### src/rtl/lfd_pkg.sv
// Package for the length-prefixed frame deframer: shared types, codes and defaults.
// Used by lfd_cfg_regs, lfd_parser and length_prefixed_frame_deframer_top.
// No dependencies.
package lfd_pkg;

  // Default sizing
  localparam int BoardSlotsDefault  = 16;
  localparam int CounterBitsDefault = 16;

  // Fixed field widths
  localparam int ByteW   = 8;
  localparam int MaskW   = 16;
  localparam int CountW  = 16;
  localparam int KindW   = 2;
  localparam int CfgIdxW = 8;
  localparam int CfgDatW = 16;

  // Configuration register indexes
  localparam logic [CfgIdxW-1:0] REG_START_MARKER  = 8'd0;
  localparam logic [CfgIdxW-1:0] REG_BOARD_UPDATE  = 8'd1;
  localparam logic [CfgIdxW-1:0] REG_KNOWN_MASK    = 8'd2;
  localparam logic [CfgIdxW-1:0] REG_ATTACHED_MASK = 8'd3;

  // Register reset values
  localparam logic [ByteW-1:0] START_MARKER_RST = 8'd237;
  localparam logic [ByteW-1:0] BOARD_UPDATE_RST = 8'd109;

  // Event kinds
  localparam logic [KindW-1:0] KIND_BOARD_DATA = 2'd0;
  localparam logic [KindW-1:0] KIND_OTHER_CMD  = 2'd1;
  localparam logic [KindW-1:0] KIND_STRAY      = 2'd2;
  localparam logic [KindW-1:0] KIND_REJECT     = 2'd3;

  // Configuration register set
  typedef struct packed {
    logic [ByteW-1:0] start_marker;
    logic [ByteW-1:0] board_update_code;
    logic [MaskW-1:0] known_board_mask;
    logic [MaskW-1:0] attached_board_mask;
  } cfg_t;

  // One result item
  typedef struct packed {
    logic [KindW-1:0]  event_kind;
    logic [ByteW-1:0]  board_id;
    logic [ByteW-1:0]  byte_offset;
    logic [ByteW-1:0]  data_byte;
    logic              has_data;
    logic              last_of_frame;
    logic [CountW-1:0] stray_byte_count;
    logic [CountW-1:0] bad_frame_count;
  } result_t;

endpackage

### src/rtl/lfd_cfg_regs.sv
// Configuration register file of the deframer.
// Depends on lfd_pkg (cfg_t, register indexes, reset values).
module lfd_cfg_regs (
  input  logic                         clk,
  input  logic                         rst,
  input  logic                         cfg_valid,
  output logic                         cfg_ready,
  input  logic [lfd_pkg::CfgIdxW-1:0]  cfg_index,
  input  logic [lfd_pkg::CfgDatW-1:0]  cfg_data,
  output lfd_pkg::cfg_t                cfg
);
  import lfd_pkg::*;

  // Writes are always taken; unknown indexes are dropped
  assign cfg_ready = 1'b1;

  always_ff @(posedge clk) begin
    if (rst) begin
      cfg.start_marker        <= START_MARKER_RST;
      cfg.board_update_code   <= BOARD_UPDATE_RST;
      cfg.known_board_mask    <= '0;
      cfg.attached_board_mask <= '0;
    end else if (cfg_valid && cfg_ready) begin
      unique case (cfg_index)
        REG_START_MARKER:  cfg.start_marker        <= cfg_data[ByteW-1:0];
        REG_BOARD_UPDATE:  cfg.board_update_code   <= cfg_data[ByteW-1:0];
        REG_KNOWN_MASK:    cfg.known_board_mask    <= cfg_data[MaskW-1:0];
        REG_ATTACHED_MASK: cfg.attached_board_mask <= cfg_data[MaskW-1:0];
        default: ;
      endcase
    end
  end

endmodule

### src/rtl/lfd_parser.sv
// Byte-wise frame parser: phase state machine, frame context and saturating counters.
// Computes the result for one byte combinationally; state updates on step.
// Depends on lfd_pkg (cfg_t, result_t, event kinds).
module lfd_parser #(
  parameter int BOARD_SLOTS  = lfd_pkg::BoardSlotsDefault,
  parameter int COUNTER_BITS = lfd_pkg::CounterBitsDefault
) (
  input  logic                       clk,
  input  logic                       rst,
  input  lfd_pkg::cfg_t              cfg,
  input  logic                       step,
  input  logic [lfd_pkg::ByteW-1:0]  rx_byte,
  output logic                       emit,
  output lfd_pkg::result_t           result
);
  import lfd_pkg::*;

  localparam int BoardLimit = (BOARD_SLOTS < MaskW) ? BOARD_SLOTS : MaskW;
  localparam logic [ByteW-1:0] BoardLimitB = ByteW'(BoardLimit);

  typedef enum logic [7:0] {
    PH_HUNT   = 8'b0000_0001,
    PH_LEN    = 8'b0000_0010,
    PH_CMD    = 8'b0000_0100,
    PH_BOARD  = 8'b0000_1000,
    PH_DATA   = 8'b0001_0000,
    PH_OTHER  = 8'b0010_0000,
    PH_QUIET  = 8'b0100_0000,
    PH_REJECT = 8'b1000_0000
  } phase_t;

  phase_t                  phase, phase_next;
  logic [ByteW-1:0]        bytes_left, bytes_left_next;
  logic [ByteW-1:0]        frame_board, frame_board_next;
  logic [ByteW-1:0]        deliver_offset, deliver_offset_next;
  logic [COUNTER_BITS-1:0] stray_counter, stray_counter_next;
  logic [COUNTER_BITS-1:0] bad_frame_counter, bad_frame_counter_next;

  logic [ByteW-1:0] left_dec;
  logic             left_zero;
  logic             board_known, board_attached;
  logic [COUNTER_BITS-1:0] stray_inc, bad_inc;
  logic [31:0]      stray_wide, bad_wide;

  // Shared helpers
  assign left_dec  = bytes_left - 1'b1;
  assign left_zero = (left_dec == '0);
  assign board_known    = (rx_byte < BoardLimitB) && cfg.known_board_mask[rx_byte[3:0]];
  assign board_attached = (rx_byte < BoardLimitB) && cfg.attached_board_mask[rx_byte[3:0]];
  assign stray_inc = (stray_counter == '1) ? stray_counter : stray_counter + 1'b1;
  assign bad_inc   = (bad_frame_counter == '1) ? bad_frame_counter : bad_frame_counter + 1'b1;

  // Next state and result for the byte at hand
  always_comb begin
    phase_next             = phase;
    bytes_left_next        = bytes_left;
    frame_board_next       = frame_board;
    deliver_offset_next    = deliver_offset;
    stray_counter_next     = stray_counter;
    bad_frame_counter_next = bad_frame_counter;
    emit                   = 1'b0;
    result.event_kind      = KIND_REJECT;
    result.board_id        = '0;
    result.byte_offset     = '0;
    result.data_byte       = '0;
    result.has_data        = 1'b0;
    result.last_of_frame   = 1'b1;
    unique case (phase)
      PH_HUNT: begin
        if (rx_byte == cfg.start_marker) begin
          phase_next = PH_LEN;
        end else begin
          stray_counter_next   = stray_inc;
          emit                 = 1'b1;
          result.event_kind    = KIND_STRAY;
          result.data_byte     = rx_byte;
          result.has_data      = 1'b1;
          result.last_of_frame = 1'b0;
        end
      end
      PH_LEN: begin
        bytes_left_next     = rx_byte;
        frame_board_next    = '0;
        deliver_offset_next = '0;
        if (rx_byte == '0) begin
          // zero-length frame is rejected here
          bad_frame_counter_next = bad_inc;
          phase_next             = PH_HUNT;
          emit                   = 1'b1;
        end else begin
          phase_next = PH_CMD;
        end
      end
      PH_CMD: begin
        if (rx_byte == cfg.board_update_code) begin
          if (bytes_left < ByteW'(2)) begin
            // board frame too short to name a board
            bad_frame_counter_next = bad_inc;
            phase_next             = PH_HUNT;
            emit                   = 1'b1;
          end else begin
            bytes_left_next = left_dec;
            phase_next      = PH_BOARD;
          end
        end else begin
          bytes_left_next      = left_dec;
          deliver_offset_next  = ByteW'(1);
          phase_next           = left_zero ? PH_HUNT : PH_OTHER;
          emit                 = 1'b1;
          result.event_kind    = KIND_OTHER_CMD;
          result.data_byte     = rx_byte;
          result.has_data      = 1'b1;
          result.last_of_frame = left_zero;
        end
      end
      PH_BOARD: begin
        frame_board_next = rx_byte;
        bytes_left_next  = left_dec;
        if (!board_known) begin
          if (left_zero) begin
            bad_frame_counter_next = bad_inc;
            phase_next             = PH_HUNT;
            emit                   = 1'b1;
            result.board_id        = rx_byte;
          end else begin
            phase_next = PH_REJECT;
          end
        end else if (!board_attached) begin
          phase_next = left_zero ? PH_HUNT : PH_QUIET;
        end else begin
          deliver_offset_next = '0;
          if (left_zero) begin
            // attached board with no data bytes
            phase_next        = PH_HUNT;
            emit              = 1'b1;
            result.event_kind = KIND_BOARD_DATA;
            result.board_id   = rx_byte;
          end else begin
            phase_next = PH_DATA;
          end
        end
      end
      PH_DATA, PH_OTHER: begin
        bytes_left_next      = left_dec;
        deliver_offset_next  = deliver_offset + 1'b1;
        emit                 = 1'b1;
        result.event_kind    = (phase == PH_DATA) ? KIND_BOARD_DATA : KIND_OTHER_CMD;
        result.board_id      = (phase == PH_DATA) ? frame_board : '0;
        result.byte_offset   = deliver_offset;
        result.data_byte     = rx_byte;
        result.has_data      = 1'b1;
        result.last_of_frame = left_zero;
        if (left_zero) begin
          phase_next = PH_HUNT;
        end
      end
      PH_QUIET: begin
        bytes_left_next = left_dec;
        if (left_zero) begin
          phase_next = PH_HUNT;
        end
      end
      PH_REJECT: begin
        bytes_left_next = left_dec;
        if (left_zero) begin
          bad_frame_counter_next = bad_inc;
          phase_next             = PH_HUNT;
          emit                   = 1'b1;
          result.board_id        = frame_board;
        end
      end
      default: begin
        phase_next = PH_HUNT;
      end
    endcase

    // Counter values after this byte, low bits
    stray_wide              = 32'(stray_counter_next);
    bad_wide                = 32'(bad_frame_counter_next);
    result.stray_byte_count = stray_wide[CountW-1:0];
    result.bad_frame_count  = bad_wide[CountW-1:0];
  end

  // State registers
  always_ff @(posedge clk) begin
    if (rst) begin
      phase             <= PH_HUNT;
      bytes_left        <= '0;
      frame_board       <= '0;
      deliver_offset    <= '0;
      stray_counter     <= '0;
      bad_frame_counter <= '0;
    end else if (step) begin
      phase             <= phase_next;
      bytes_left        <= bytes_left_next;
      frame_board       <= frame_board_next;
      deliver_offset    <= deliver_offset_next;
      stray_counter     <= stray_counter_next;
      bad_frame_counter <= bad_frame_counter_next;
    end
  end

endmodule

### src/rtl/length_prefixed_frame_deframer_top.sv
// Length-prefixed frame deframer, top level. Depends on lfd_pkg, lfd_cfg_regs, lfd_parser.
// Path: a byte is taken into the input register, the parser computes its result
// combinationally, and the result register holds it. Throughput: one byte per cycle
// while the result side does not stall; a stalled result holds the parser, and the
// input stalls once both registers are full.
// Reset (rst, synchronous): registers to defaults, parser hunting, counters zero,
// both registers empty.
module length_prefixed_frame_deframer_top #(
  parameter int BOARD_SLOTS  = lfd_pkg::BoardSlotsDefault,
  parameter int COUNTER_BITS = lfd_pkg::CounterBitsDefault
) (
  input  logic                        clk,
  input  logic                        rst,
  // configuration write channel
  input  logic                        cfg_valid,
  output logic                        cfg_ready,
  input  logic [lfd_pkg::CfgIdxW-1:0] cfg_index,
  input  logic [lfd_pkg::CfgDatW-1:0] cfg_data,
  // byte input channel
  input  logic                        in_valid,
  output logic                        in_stall,
  input  logic [lfd_pkg::ByteW-1:0]   rx_byte,
  // result channel
  output logic                        out_valid,
  input  logic                        out_stall,
  output logic [lfd_pkg::KindW-1:0]   event_kind,
  output logic [lfd_pkg::ByteW-1:0]   board_id,
  output logic [lfd_pkg::ByteW-1:0]   byte_offset,
  output logic [lfd_pkg::ByteW-1:0]   data_byte,
  output logic                        has_data,
  output logic                        last_of_frame,
  output logic [lfd_pkg::CountW-1:0]  stray_byte_count,
  output logic [lfd_pkg::CountW-1:0]  bad_frame_count
);
  import lfd_pkg::*;

  cfg_t             cfg;
  logic             in_q_valid;
  logic [ByteW-1:0] in_q_byte;
  logic             advance;
  logic             emit;
  result_t          step_result;
  result_t          out_q;

  lfd_cfg_regs u_cfg (
    .clk       (clk),
    .rst       (rst),
    .cfg_valid (cfg_valid),
    .cfg_ready (cfg_ready),
    .cfg_index (cfg_index),
    .cfg_data  (cfg_data),
    .cfg       (cfg)
  );

  // Held byte moves through the parser when the result register can take it
  assign advance  = in_q_valid && (!out_valid || !out_stall);
  assign in_stall = in_q_valid && !advance;

  lfd_parser #(
    .BOARD_SLOTS  (BOARD_SLOTS),
    .COUNTER_BITS (COUNTER_BITS)
  ) u_parser (
    .clk     (clk),
    .rst     (rst),
    .cfg     (cfg),
    .step    (advance),
    .rx_byte (in_q_byte),
    .emit    (emit),
    .result  (step_result)
  );

  // Input register
  always_ff @(posedge clk) begin
    if (rst) begin
      in_q_valid <= 1'b0;
    end else if (in_valid && !in_stall) begin
      in_q_valid <= 1'b1;
    end else if (advance) begin
      in_q_valid <= 1'b0;
    end
  end

  always_ff @(posedge clk) begin
    if (in_valid && !in_stall) begin
      in_q_byte <= rx_byte;
    end
  end

  // Result register
  always_ff @(posedge clk) begin
    if (rst) begin
      out_valid <= 1'b0;
    end else if (advance && emit) begin
      out_valid <= 1'b1;
    end else if (!out_stall) begin
      out_valid <= 1'b0;
    end
  end

  always_ff @(posedge clk) begin
    if (advance && emit) begin
      out_q <= step_result;
    end
  end

  assign event_kind       = out_q.event_kind;
  assign board_id         = out_q.board_id;
  assign byte_offset      = out_q.byte_offset;
  assign data_byte        = out_q.data_byte;
  assign has_data         = out_q.has_data;
  assign last_of_frame    = out_q.last_of_frame;
  assign stray_byte_count = out_q.stray_byte_count;
  assign bad_frame_count  = out_q.bad_frame_count;

endmodule

### config.mk
export PLATFORM = sky130hd
export DESIGN_NAME = length_prefixed_frame_deframer_top
export DESIGN_NICKNAME = d
export VERILOG_FILES = /design/src/rtl/lfd_pkg.sv /design/src/rtl/lfd_cfg_regs.sv /design/src/rtl/lfd_parser.sv /design/src/rtl/length_prefixed_frame_deframer_top.sv
export SDC_FILE = /design/constraint.sdc
export NUM_CORES = 1
export LEC_CHECK = 0
export ABC_AREA = 1
export BUFFER_PORTS_ARGS = -buffer_cell sky130_fd_sc_hd__buf_2
export CAP_MARGIN = 10
export CELL_PAD_IN_SITES_DETAIL_PLACEMENT = 0
export CELL_PAD_IN_SITES_GLOBAL_PLACEMENT = 2
export CORE_MARGIN = 10
export CORE_UTILIZATION = 38
export CTS_BUF_LIST = sky130_fd_sc_hd__clkbuf_4
export DETAILED_ROUTE_END_ITERATION = 10
export GPL_TIMING_DRIVEN = 0
export HOLD_SLACK_MARGIN = 0.1
export PLACE_DENSITY_LB_ADDON = 0.1
export RECOVER_POWER = 100
export SYNTH_ARGS = -nofsm -noshare
export SYNTH_HDL_FRONTEND = slang
export SYNTH_SLANG_ARGS = --single-unit
### constraint.sdc
create_clock -name clk -period 5.4 [get_ports clk]
set_input_delay 0.27 -clock clk [delete_from_list [all_inputs] [get_ports clk]]
set_output_delay 0.27 -clock clk [all_outputs]
set_load 0.1 [all_outputs]
* Word-level counts from Yosys, hierarchy flattened *
Cells that the tools add are included.

word-level totals
  flip-flop bits (word level) = 182
  input bits = 37
  output and inout bits = 63
  word-level logic and storage cells = 140

operators by class
  $add $sub $neg = 4
  order comparisons = 3
  equality and inequality tests = 22
  mux-type cells = 61
  reduce and logical (&&, ||, !) cells = 29

operator list
  kind                                                                      number
  16-bit 2-to-1 mux                                                         9
  8-bit 2-to-1 mux                                                          15
  16-bit case mux with 4 select lines                                       1
  8-bit case mux with 3 select lines                                        2
  10-bit 2-to-1 mux                                                         4
  8-bit case mux with 5 select lines                                        1
  16-bit by 1-bit adder with 16-bit output (second input constant)          2
  16-bit == test (second input constant)                                    2
  8-bit case mux with 4 select lines                                        1
  10-bit case mux with 3 select lines                                       1
  8-bit by 2-bit == test with 1-bit output (second input constant)          3
  8-bit zero test                                                           3
  8-bit by 1-bit == test with 1-bit output (second input constant)          2
  8-bit == test                                                             2
  8-bit case mux with 2 select lines                                        1
  1-bit 2-to-1 mux                                                          15
  2-bit by 1-bit inequality test with 1-bit output (second input constant)  5
  2-bit AND reduction                                                       5
  8-bit by 1-bit adder with 8-bit output (second input constant)            1
  1-bit binary-select mux with 4-bit select                                 2
  8-bit by 3-bit == test with 1-bit output (second input constant)          1
  8-bit by 4-bit == test with 1-bit output (second input constant)          1
  8-bit by 5-bit == test with 1-bit output (second input constant)          1
  8-bit by 6-bit == test with 1-bit output (second input constant)          1
  27 further kinds                                                          38

* Depth between registers and ports, before layout *
Gate-level depths: netlist of the first run.

  depth in word-level cells = 8
  gate-level depth with buffers = 18
  depth with buffers taken out = 18

* Cells and area by module *
Synthesis of the first run repeated with hierarchy kept, for this count alone.

second synthesis, totals
  cell total of the unflattened synthesis = 1,445
  area, all modules = 10,478.8 um^2

modules (own cells, without submodules)
  module                              instances  cells each  area each (um^2)  seq. area each (um^2)
  lfd_parser                          1          1,072       6,246.0           1,281.2
  length_prefixed_frame_deframer_top  1          86          2,145.8           2,082.0
  lfd_cfg_regs                        1          287         2,087.0           960.9

* Worst setup path after synthesis of the first run *
No wires, ideal clock.

  path type = reg-to-reg
  start point = reg u_parser.bytes_left[1]
  end point = reg out_q, in the netlist bad_frame_count[0] (enable)
  setup time = 0.414 ns
  arrival = 2.861 ns
  required time = 4.986 ns
  setup slack = 2.125 ns
  stages on the path, launching flop included = 15
  path buffers = 1
  clock period less this slack = 3.275 ns
  cell sequence = dfxtp_1 -> inv_1 -> ha_1 -> nand2_1 -> nand3_1 -> nor2_2 -> nand2_2 -> nor2_8 -> nand2_4 -> buf_6 -> nor2_4 -> nand2_2 -> nand2_1 -> nand2_1 -> inv_1

between the ends
  word-level cells in the longest chain between the ends = 7
  elaborated cells on any way between the ends = 10
  those cells by class = 1 x add/sub; 1 x order compare; 6 x mux; 2 x reduce/logical

RTL lines
  item                                         RTL line                                                 source
  start, declared                              lfd_parser.sv:33                                         logic [ByteW-1:0] bytes_left, bytes_left_next;
  start signal, assigned                       lfd_parser.sv:195                                        bytes_left <= bytes_left_next;
  8-bit by 1-bit subtractor with 8-bit output  lfd_parser.sv:46                                         assign left_dec = bytes_left - 1'b1;
  8-bit zero test                              lfd_parser.sv:47                                         assign left_zero = (left_dec == '0);
  1-bit 2-to-1 mux                             lfd_parser.sv:120, lfd_parser.sv:132, lfd_parser.sv:165
  1-bit 2-to-1 mux                             lfd_parser.sv:128                                        end else if (!board_attached) begin
  1-bit 2-to-1 mux                             lfd_parser.sv:119                                        if (!board_known) begin
  1-bit case mux with 6 select lines (*)       lfd_parser.sv:68                                         unique case (phase)
  1-bit logical AND (*)                        length_prefixed_frame_deframer_top.sv:101                if (advance && emit) begin
  end signal, assigned                         length_prefixed_frame_deframer_top.sv:102                out_q <= step_result;
  end, declared                                length_prefixed_frame_deframer_top.sv:43                 result_t out_q;

Every way passes the cells marked *; elsewhere a longest branch is shown, timed or not.
A chain may end at the register's enable or synchronous reset.

* Worst setup path after layout of the first run *
  start point = reg u_parser.bytes_left[0]
  end point = reg out_q, in the netlist stray_byte_count[15] (enable)

Same word-level chain as after synthesis.

==> impl_metrics.csv, run 1 <==
group,metric,value,unit
pwr,cellInternalPower,2460,uW
pwr,p_per_area,482,nW/um^2
detailed_routing,drc,0,
die,dieWidth,180,microns
sta,finalHoldViolations,0,
die,core-area,25200,sq um
clocking,clock-sinks,182,
clocking,clockRootBuffer,"clkbuf_4",
logic_synthesis,yosys_warnings,0,
sta,post-route-period-util,76.1,%
setup_path,startpoint_type,"flop",
logic_synthesis,ys_types,43,
placed_design,dp_slack,1940,ps
sta,worst_pin_slew,1190,ps
clocking,post-cts-setup-buffer-count,0,
sta,fin_setup_tns,0,ps
outcome,outcome,"complete, no violations",
detailed_routing,wl_per_cell,16.9,microns
sta,relSlewSlack,20.7,%
logic_synthesis,synth_flop_cell,"dfxtp_1",
cells_and_area,fillCellCount,2729,
logic_synthesis,ys_seq_area_share,44.6,%
sta,setup_viol,0,
cells_and_area,post-route-util,43.8,%
pwr,switching_share,53.7,%
logic_synthesis,synthCells,1340,
logic_synthesis,ys_ff_latch,182,
global_route,antenna_found_initial,3,
clocking,cts_tree,"built",
global_route,grt_pass1_wl,49500,microns
detailed_routing,drt_iter0_drc,806,
cells_and_area,area_delta_synth_final,13.5,%
cells_and_area,nets,1528,
run,cap_violations,0,
die,die_h,180,microns
placed_design,io_buffers,98,
sta,layout_setup_ws,1290,ps
worst_hold_path,min_from,"cfg_valid",
cells_and_area,drive_above_1_share,8.74,%
sta,final_max_slew_viol_count,0,
global_route,grt_pass1_vias,8692,
die,fp-row-count,58,
pwr,p_comb_share,48.5,%
logic_synthesis,yosys-top-cells-area,"dfxtp_1 (24%), edfxtp_1 (21%), nand2_1 (13%)",
clocking,cts_buffer_depth,2,
die,ios,100,
logic_synthesis,ys_async_sr_fraction,0,%
die,start_util,38.5,%
placed_design,dpl.cell_count,1769,
detailed_routing,vias_per_cell,4.94,
logic_synthesis,syn_area_per_cell,7.24,sq um
sta,period_minus_slack,4110,ps
sta,rsz0062_at_grt,"no",
worst_hold_path,min_path_type,"in2reg",
logic_synthesis,syn-cell-area,9700,sq um
pwr,pwr-share-clk,16.0,%
die,die-area,32300,sq um
clocking,htreeDepth,4,
setup_path,r2r-start,"u_parser.bytes_left[0]",
detailed_routing,dr_total_vias,9045,
logic_synthesis,synth_top_area_cell,"dfxtp_1",
pwr,netSwitchingPower,2850,uW
setup_path,critPathMaxFanout,33,
sta,clock_skew,38.1,ps
global_route,grtUsageTotal,18.8,%
setup_path,startpoint,"u_parser.bytes_left[0]",
logic_synthesis,yosysMostFrequentCell,"nand2_1",
setup_path,worstPathArrival,4390,ps
detailed_routing,drtAntennaViolNets,0,
setup_path,cp_data_required_time,5680,ps
placed_design,place.gp.congestion,0.872,
sta,fmax,0.243,GHz
pwr,ir_drop,351,uV
clocking,cts_buffers,17,
setup_path,end_kind,"flop",
pwr,sequentialPowerShare,35.5,%
logic_synthesis,synth_top_area_share,23.5,%
global_route,grt_remaining_overflow,0,
logic_synthesis,synth_nets,1382,
detailed_routing,drt_pass1_iterations,5,
cells_and_area,final_cells,1832,
logic_synthesis,synth_edf_count,68,
logic_synthesis,synth_top_cells_by_count,"nand2_1 (338), nor2_1 (174), inv_1 (133)",
pwr,total_leakage_power,0.00489,uW
setup_path,critPathKind,"reg2reg",
global_route,grt_max_degree,34,
clocking,insertion_delay,600,ps
detailed_routing,wirelength,31000,microns
clocking,clk_pin_slew_worst_paths,190,ps
placed_design,dp_hpwl,22500,microns
-- worst paths after layout --
kind	end	slack, ps	cells after the start
setup reg to reg	stray_byte_count[15]	1290	16
setup / recovery	stray_byte_count[15]	1290	16
hold reg to reg	u_cfg.cfg[27]	470	2
hold / removal	u_cfg.cfg[40]	150	6
-- kinds of logic (layout without fill, tap and decap cells) --
family	after synthesis	in the layout	synth area share (%)
buffers and inverters	209	368	8.73
other	1	4	0.0386
and+or+nand+nor	684	684	30.7
DFF	182	182	44.6
xor gates and xnor gates	33	33	3.13
adders and majority gates	5	5	0.645
AOI/OAI and AO/OA	226	226	12.2
-- through the flow --
step / hold WS, ps / cell area, sq um / total power [uW]
after floorplan: 369 / 9700 / 4000
after global placement: 444 / 10600 / 4560
after detailed placement: 448 / 10600 / 4560
after CTS: 116 / 11200 / 5440
after global routing: 191 / 11000 / 5610
final: 151 / 11000 / 5310
-- power groups by stage --
stage	registers (uW)	logic [uW]	clock network (uW)
after CTS	1880	2670	884
after floorplan	3130	871	0
after global placement	1930	2630	0
final	1880	2570	850
after detailed placement	1910	2650	0
after global routing	1910	2760	935
-- critical path, stage by stage, from the launching register on --
cell	delay (ps)
dfxtp_1	360
inv_2	110
ha_1	270
inv_1	60
nand2_1	70
nand3_1	100
nor2_2	130
nand2_2	50
nor2_1	840
nand2_4	120
buf_6	210
nor2_1	140
nand2_1	230
nand2_1	160
nand2_1	90
inv_2	520
buf_12	310
-- layout by cell type (no fill, tap or decap), types with 19 or more instances in the layout --
cell type	count
nor2_1	184
nand4_1	29
clkbuf_1	93
edfxtp_1	68
dlygate4sd3_1	28
dfxtp_1	114
clkbuf_4	19
inv_1	139
o21ai_0	115
nand3_1	87
a21oi_1	85
buf_2	48
nand2_1	348
-- registers in the layout, summed over array words and instances, names as in the netlist --
name,count
u_parser.deliver_offset,8
event_kind,2
stray_byte_count,16
u_cfg.cfg,48
u_parser.stray_counter,16
out_valid,1
bad_frame_count,16
u_parser.bytes_left,8
u_parser.phase,8
u_parser.frame_board,8
has_data,1
board_id,8
in_q_valid,1
byte_offset,8
u_parser.bad_frame_counter,16
data_byte,8
in_q_byte,8
last_of_frame,1
-- layout make-up --
cell class | count | area [sq um] | share of cell area (%)
Sequential cell | 182 | 4320 | 39.2
Antenna cell | 3 | 7.51 | 0.0681
Clock inverter | 13 | 163 | 1.48
Inverter | 159 | 597 | 5.42
Tap cell | 330 | 413 | 3.75
Clock buffer | 19 | 143 | 1.29
Buffer | 50 | 231 | 2.10
Timing Repair Buffer | 127 | 712 | 6.46
Multi-Input combinational cell | 949 | 4430 | 40.2
-- layer usage --
| metal | global-route usage, % | share of wire (%) | vias to the layer above | routed length (microns) |
|---|---|---|---|---|
| met4 | 2.98 | 0.62 | 0 | 191 |
| met2 | 29.2 | 44 | 248 | 13600 |
| met5 | 0 | 0 | - | 0 |
| met1 | 27.0 | 50 | 4135 | 15500 |
| met3 | 3.37 | 5.6 | 17 | 1750 |
| li1 | - | - | 4645 | - |
-- repair_timing --
| item | 4_1_cts | 5_1_grt |
|---|---|---|
| hold endpoints to repair | 57 | 0 |
| gates resized for setup | 0 | 0 |
| setup endpoints to repair | 0 | 0 |
| hold buffers | 28 | 0 |
No activity file was read; power rests on OpenSTA's default activity.
==> run 2, diff against run 1 <==
--- a/config.mk
+++ b/config.mk
@@ -5,13 +5,13 @@
 export SDC_FILE = /design/constraint.sdc
 export NUM_CORES = 1
 export LEC_CHECK = 0
-export ABC_AREA = 1
+export ABC_AREA = 0
 export BUFFER_PORTS_ARGS = -buffer_cell sky130_fd_sc_hd__buf_2
 export CAP_MARGIN = 10
 export CELL_PAD_IN_SITES_DETAIL_PLACEMENT = 0
 export CELL_PAD_IN_SITES_GLOBAL_PLACEMENT = 2
 export CORE_MARGIN = 10
-export CORE_UTILIZATION = 38
+export CORE_UTILIZATION = 39
 export CTS_BUF_LIST = sky130_fd_sc_hd__clkbuf_4
 export DETAILED_ROUTE_END_ITERATION = 10
 export GPL_TIMING_DRIVEN = 0
==> constraint.sdc (replaced) <==
create_clock -name clk -period 3.9 [get_ports clk]
set_input_delay 0.195 -clock clk [delete_from_list [all_inputs] [get_ports clk]]
set_output_delay 0.195 -clock clk [all_outputs]
set_load 0.1 [all_outputs]
==> impl_metrics.csv, run 2 <==
group,metric,value,unit
outcome,outcome,"complete, no violations",
logic_synthesis,syn-cell-area,8720,sq um
logic_synthesis,synth_edf_count,68,
setup_path,end_kind,"flop",
logic_synthesis,yosys-top-cells-area,"dfxtp_1 (26%), edfxtp_1 (23%), mux2i_1 (7.7%)",
cells_and_area,nets,1054,
logic_synthesis,ys_async_sr_fraction,0,%
sta,post-route-period-util,92.3,%
global_route,grt_pass1_wl,38700,microns
cells_and_area,area_delta_synth_final,15.4,%
clocking,htreeDepth,4,
sta,worst_pin_slew,1210,ps
logic_synthesis,synthCells,865,
detailed_routing,dr_total_vias,6949,
detailed_routing,drt_iter0_drc,499,
logic_synthesis,synth_top_cells_by_count,"dfxtp_1 (114), nor2_1 (113), edfxtp_1 (68)",
logic_synthesis,synth_top_family_by_area,"simple AND/OR/NAND/NOR gates",
logic_synthesis,synth-xor-area-share,4.82,%
worst_hold_path,min_path_type,"in2reg",
global_route,grt_pass1_vias,6879,
cells_and_area,drive_above_1_share,10.2,%
logic_synthesis,synth_nets,907,
global_route,grtUsageTotal,16.8,%
sta,final_max_slew_viol_count,0,
worst_hold_path,min_from,"cfg_index[1]",
setup_path,r2r-start,"in_q_byte[3]",
placed_design,dp_hpwl,17300,microns
die,core-area,21900,sq um
global_route,grt_remaining_overflow,0,
placed_design,place.gp.congestion,0.854,
pwr,ir_drop,174,uV
setup_path,cp_data_required_time,4250,ps
clocking,clockRootBuffer,"clkbuf_4",
cells_and_area,top_register,"u_cfg.cfg",
sta,period_minus_slack,3600,ps
logic_synthesis,ys_ff_latch,182,
die,die_h,170,microns
pwr,p_per_area,348,nW/um^2
logic_synthesis,synth-adder-area-share,0.717,%
clocking,cts_tree,"built",
setup_path,critPathMaxFanout,8,
detailed_routing,wirelength,24200,microns
setup_path,startpoint_type,"flop",
clocking,clk_pin_slew_worst_paths,170,ps
setup_path,worstPathArrival,3950,ps
clocking,cts_buffer_depth,2,
logic_synthesis,ys_types,73,
detailed_routing,drtAntennaViolNets,0,
die,start_util,39.9,%
sta,finalHoldViolations,0,
logic_synthesis,syn_area_per_cell,10.1,sq um
logic_synthesis,yosys_warnings,0,
pwr,total_leakage_power,0.00381,uW
logic_synthesis,synthSimpleGateAreaFrac,20.3,%
sta,fin_setup_tns,0,ps
setup_path,reg2reg_slack,300,ps
sta,setup_viol,0,
die,die-area,28800,sq um
logic_synthesis,synth_top_area_cell,"dfxtp_1",
die,ios,100,
detailed_routing,vias_per_cell,5.32,
clocking,insertion_delay,590,ps
detailed_routing,drc,0,
setup_path,r2r_end,"bad_frame_count[1]",
detailed_routing,drt_pass1_iterations,5,
logic_synthesis,yosysMostFrequentCell,"dfxtp_1",
setup_path,rr_worst_depth,7,
cells_and_area,layout_common_cells,"dfxtp_1 (114), nor2_1 (112), clkbuf_1 (102)",
global_route,grt_max_degree,28,
sta,hold_slack,243,ps
logic_synthesis,synthMuxAreaShare,10.5,%
logic_synthesis,synth_flop_cell,"dfxtp_1",
cells_and_area,mostFrequentLayoutCell,"dfxtp_1",
setup_path,critPathKind,"reg2reg",
cells_and_area,largest_reg_flops,48,
sta,relSlewSlack,19.4,%
sta,fmax,0.278,GHz
placed_design,io_buffers,97,
run,cap_violations,0,
sta,clock_skew,21.3,ps
die,dieWidth,170,microns
detailed_routing,wl_per_cell,18.6,microns
logic_synthesis,synth_top_area_share,26.2,%
global_route,antenna_found_initial,1,
clocking,cts_buffers,17,
worst_hold_path,hold_depth,4,
logic_synthesis,ys_seq_area_share,49.6,%
worst_hold_path,hold_path_end,"u_cfg.cfg[5]",
clocking,clock-sinks,182,
die,fp-row-count,54,
sta,rsz0062_at_grt,"no",
logic_synthesis,synth_compound_area_share,10.9,%
## run 2: cell count changes in the layout (fill, tap and decap cells not counted), sizes merged, moves of 61 or more
cell,before,now
o21ai,120,22
nand3,89,28
nand2,356,62
inv,164,23
nor2,195,113
mux2i,0,67
## run 2: how the worst max path moves through the flow
stage | slack [ps] | cells past startpoint | start | to
2_1_floorplan | 270 | 9 | u_parser.bytes_left[0] | bad_frame_count[0]
3_3_place_gp | -710 | 10 | u_parser.bytes_left[1] | data_byte[4]
3_5_place_dp | 190 | 11 | u_parser.bytes_left[1] | data_byte[4]
4_1_cts | 140 | 11 | u_parser.bytes_left[1] | data_byte[5]
5_1_grt | 120 | 7 | in_q_byte[3] | bad_frame_count[1]
6_report | 300 | 7 | in_q_byte[3] | bad_frame_count[1]
## run 2: layout make-up
cell class	count	area [sq um]
sequential	182	4320
buffer	49	204
antenna	1	2.50
tap	280	350
inverter	16	60.1
clock inverter	15	163
fill	2228	11800
timing repair buffer	128	731
clock buffer	17	128
multi-input combinational	618	4110
## run 2: power by group
group	total (uW)	switching, uW	internal (uW)
Sequential	2020	15.1	2000
Clock	1090	743	345
Combinational	400	323	77.2
Total	3510	1080	2430
## run 2: what timing repair did
item | in CTS | in global routing
setup buffers | 0 | 0
hold buffers | 28 | 0
endpoints found under the hold margin | 61 | 0
endpoints found under the setup margin | 0 | 53
gates resized for setup | 0 | 3
## run 2: cells by family (layout without fill, tap and decap cells)
group,Yosys count,in the layout
adders and majority gates,5,5
xor gates and xnor gates,48,48
other,1,2
AOI/OAI and AO/OA,130,130
DFF,182,182
and+or+nand+nor,351,351
buffers and inverters,65,225
muxes,83,83
## run 2: critical path, cell delays in order, from the launching register on
cell	delay, ps
edfxtp_1	350
clkbuf_1	390
xor2_1	120
nor4_1	610
nand3_1	270
a211o_1	430
a2111oi_2	780
mux2_2	410
## run 2: per-stage QoR
step	setup WS (ps)	instances	total power, uW	utilization, %	cell area (sq um)
2_1_floorplan	267	865	2340	-	8730
3_3_place_gp	-706	1242	2450	43.7	9570
3_5_place_dp	186	1244	2450	43.9	9610
4_1_cts	142	1304	3570	46.5	10200
5_1_grt	116	1306	3640	46.0	10100
6_report	300	1306	3510	46.0	10100
## run 2: routing by layer
layer | vias to the layer above | GRT usage (%) | wire [microns]
met3 | 22 | 3.59 | 878
met4 | 0 | 3.34 | 270
li1 | 3458 | - | -
met2 | 120 | 27.2 | 11300
met5 | - | 0 | 0
met1 | 3349 | 22.7 | 11700
==> run 3, diff against run 2 <==
--- a/config.mk
+++ b/config.mk
@@ -5,13 +5,13 @@
 export SDC_FILE = /design/constraint.sdc
 export NUM_CORES = 1
 export LEC_CHECK = 0
-export ABC_AREA = 0
+export ABC_AREA = 1
 export BUFFER_PORTS_ARGS = -buffer_cell sky130_fd_sc_hd__buf_2
 export CAP_MARGIN = 10
 export CELL_PAD_IN_SITES_DETAIL_PLACEMENT = 0
 export CELL_PAD_IN_SITES_GLOBAL_PLACEMENT = 2
 export CORE_MARGIN = 10
-export CORE_UTILIZATION = 39
+export CORE_UTILIZATION = 35
 export CTS_BUF_LIST = sky130_fd_sc_hd__clkbuf_4
 export DETAILED_ROUTE_END_ITERATION = 10
 export GPL_TIMING_DRIVEN = 0
==> impl_metrics.csv, run 3 (synthesis gave the netlist of run 1 again) <==
group,metric,value,unit
worst_hold_path,hold_depth,6,
cells_and_area,post-route-util,41.0,%
cells_and_area,area_delta_synth_final,14.5,%
detailed_routing,drc,0,
setup_path,critPathKind,"reg2reg",
placed_design,place.gp.congestion,0.851,
run,cap_violations,0,
die,die-area,34800,sq um
setup_path,rr_worst_depth,13,
cells_and_area,largest_reg_flops,48,
sta,period_minus_slack,3570,ps
cells_and_area,fillCellCount,2937,
cells_and_area,nets,1530,
global_route,grt_pass1_wl,50000,microns
detailed_routing,wl_per_cell,16.9,microns
cells_and_area,register_area,4320,sq um
sta,final_max_slew_viol_count,0,
sta,clock_skew,35.1,ps
cells_and_area,multiInputGateArea,4460,sq um
cells_and_area,drive_above_1_share,9.06,%
clocking,htreeDepth,4,
setup_path,startpoint_type,"flop",
detailed_routing,drt_iter0_drc,732,
cells_and_area,mostFrequentLayoutCell,"nand2_1",
die,core-area,27100,sq um
detailed_routing,vias_per_cell,4.90,
global_route,grt_remaining_overflow,0,
cells_and_area,layout_common_cells,"nand2_1 (342), nor2_1 (185), inv_1 (138)",
detailed_routing,dr_total_vias,9186,
worst_hold_path,min_path_type,"in2reg",
setup_path,end_kind,"flop",
detailed_routing,wirelength,31700,microns
cells_and_area,final_cells,1874,
global_route,grtUsageTotal,17.9,%
sta,post-route-period-util,91.6,%
global_route,antenna_found_initial,1,
pwr,p_per_area,657,nW/um^2
sta,setup_viol,0,
sta,finalHoldViolations,0,
global_route,grt_max_degree,40,
die,dieWidth,187,microns
pwr,total_leakage_power,0.00489,uW
die,start_util,35.8,%
sta,fmax,0.280,GHz
sta,rsz0062_at_grt,"no",
clocking,insertion_delay,590,ps
clocking,clk_pin_slew_worst_paths,160,ps
detailed_routing,drt_pass1_iterations,5,
setup_path,critPathMaxFanout,39,
clocking,cts_buffer_depth,2,
die,die_h,187,microns
pwr,ir_drop,317,uV
cells_and_area,top_register,"u_cfg.cfg",
clocking,cts_buffers,17,
global_route,grt_pass1_vias,8753,
sta,relSlewSlack,19.5,%
die,ios,100,
clocking,clock-sinks,182,
die,fp-row-count,60,
setup_path,cp_data_required_time,4180,ps
clocking,post-cts-setup-buffer-count,0,
clocking,clockRootBuffer,"clkbuf_4",
placed_design,dpl.cell_count,1811,
setup_path,worstPathArrival,3850,ps
placed_design,dp_hpwl,23100,microns
outcome,outcome,"complete, no violations",
placed_design,io_buffers,98,
detailed_routing,drtAntennaViolNets,0,
clocking,cts_tree,"built",
sta,worst_pin_slew,1210,ps
## run 3: cell types whose count changed in the layout (fill, tap and decap cells not counted), sizes merged, moves of 16 or more
cell   before  now
nand2      62  356
inv        23  161
o21ai      22  120
nor2      113  195
mux2i      67    0
nand3      28   89
a21oi      30   85
nor3       33    7
nand4       8   30
and3       17    1
## run 3: layout make-up
type	count	share of cell area, %
clock inverter	14	1.46
timing repair buffer	129	6.59
sequential	182	38.9
tap	372	4.19
clock buffer	18	1.22
multi-input combinational	949	40.1
inverter	159	5.37
buffer	50	2.09
antenna	1	0.0225
## run 3: where the power goes
group          switching [uW]  internal (uW)  leakage (uW)
clock                     797            355      0.000158
sequential                146           2450       0.00157
combinational            3020            537       0.00317
total                    3960           3340       0.00489
## run 3: worst paths after layout
kind	start	endpoint	slack, ps
worst min register to register	u_cfg.cfg[19]	u_cfg.cfg[19]	470
worst max-delay path	in_q_byte[0]	bad_frame_count[13]	330
worst min-delay path	cfg_valid	u_cfg.cfg[40]	160
worst max register to register	in_q_byte[0]	bad_frame_count[13]	330
## run 3: critical path, stage by stage, from the launching register on
cell and delay (ps):
edfxtp_1 400, buf_4 190, inv_2 130, buf_2 280, nor2_1 70, o21ai_0 180, o21ai_0 100, o21ai_0 450
or2_0 210, nand2_2 190, nand2_1 120, nand2_1 110, inv_2 510, buf_12 300
## run 3: layer usage
| layer | share of wire (%) | global-route usage, % | vias to the layer above | wire (microns) |
|---|---|---|---|---|
| li1 | - | - | 4645 | - |
| met4 | 0.92 | 3.94 | 0 | 292 |
| met1 | 50 | 25.4 | 4294 | 15900 |
| met3 | 5.1 | 3.05 | 16 | 1620 |
| met2 | 44 | 27.9 | 231 | 13800 |
| met5 | 0 | 0 | - | 0 |
## run 3: what timing repair did
item	4_1_cts	5_1_grt
hold buffers	30	0
resized for setup	0	0
hold endpoints to repair	58	0
## run 3: stage by stage
step           power [uW]  setup WS, ps  setup TNS (ps)  instance area, sq um  hold slack (ps)
2_1_floorplan        5540           625               0                  9700              294
3_3_place_gp         6300          -699          -41310                 10700              373
3_5_place_dp         6310           397               0                 10700              374
4_1_cts              7500           350               0                 11300              107
5_1_grt              7740           124               0                 11100              167
6_report             7300           327               0                 11100              156
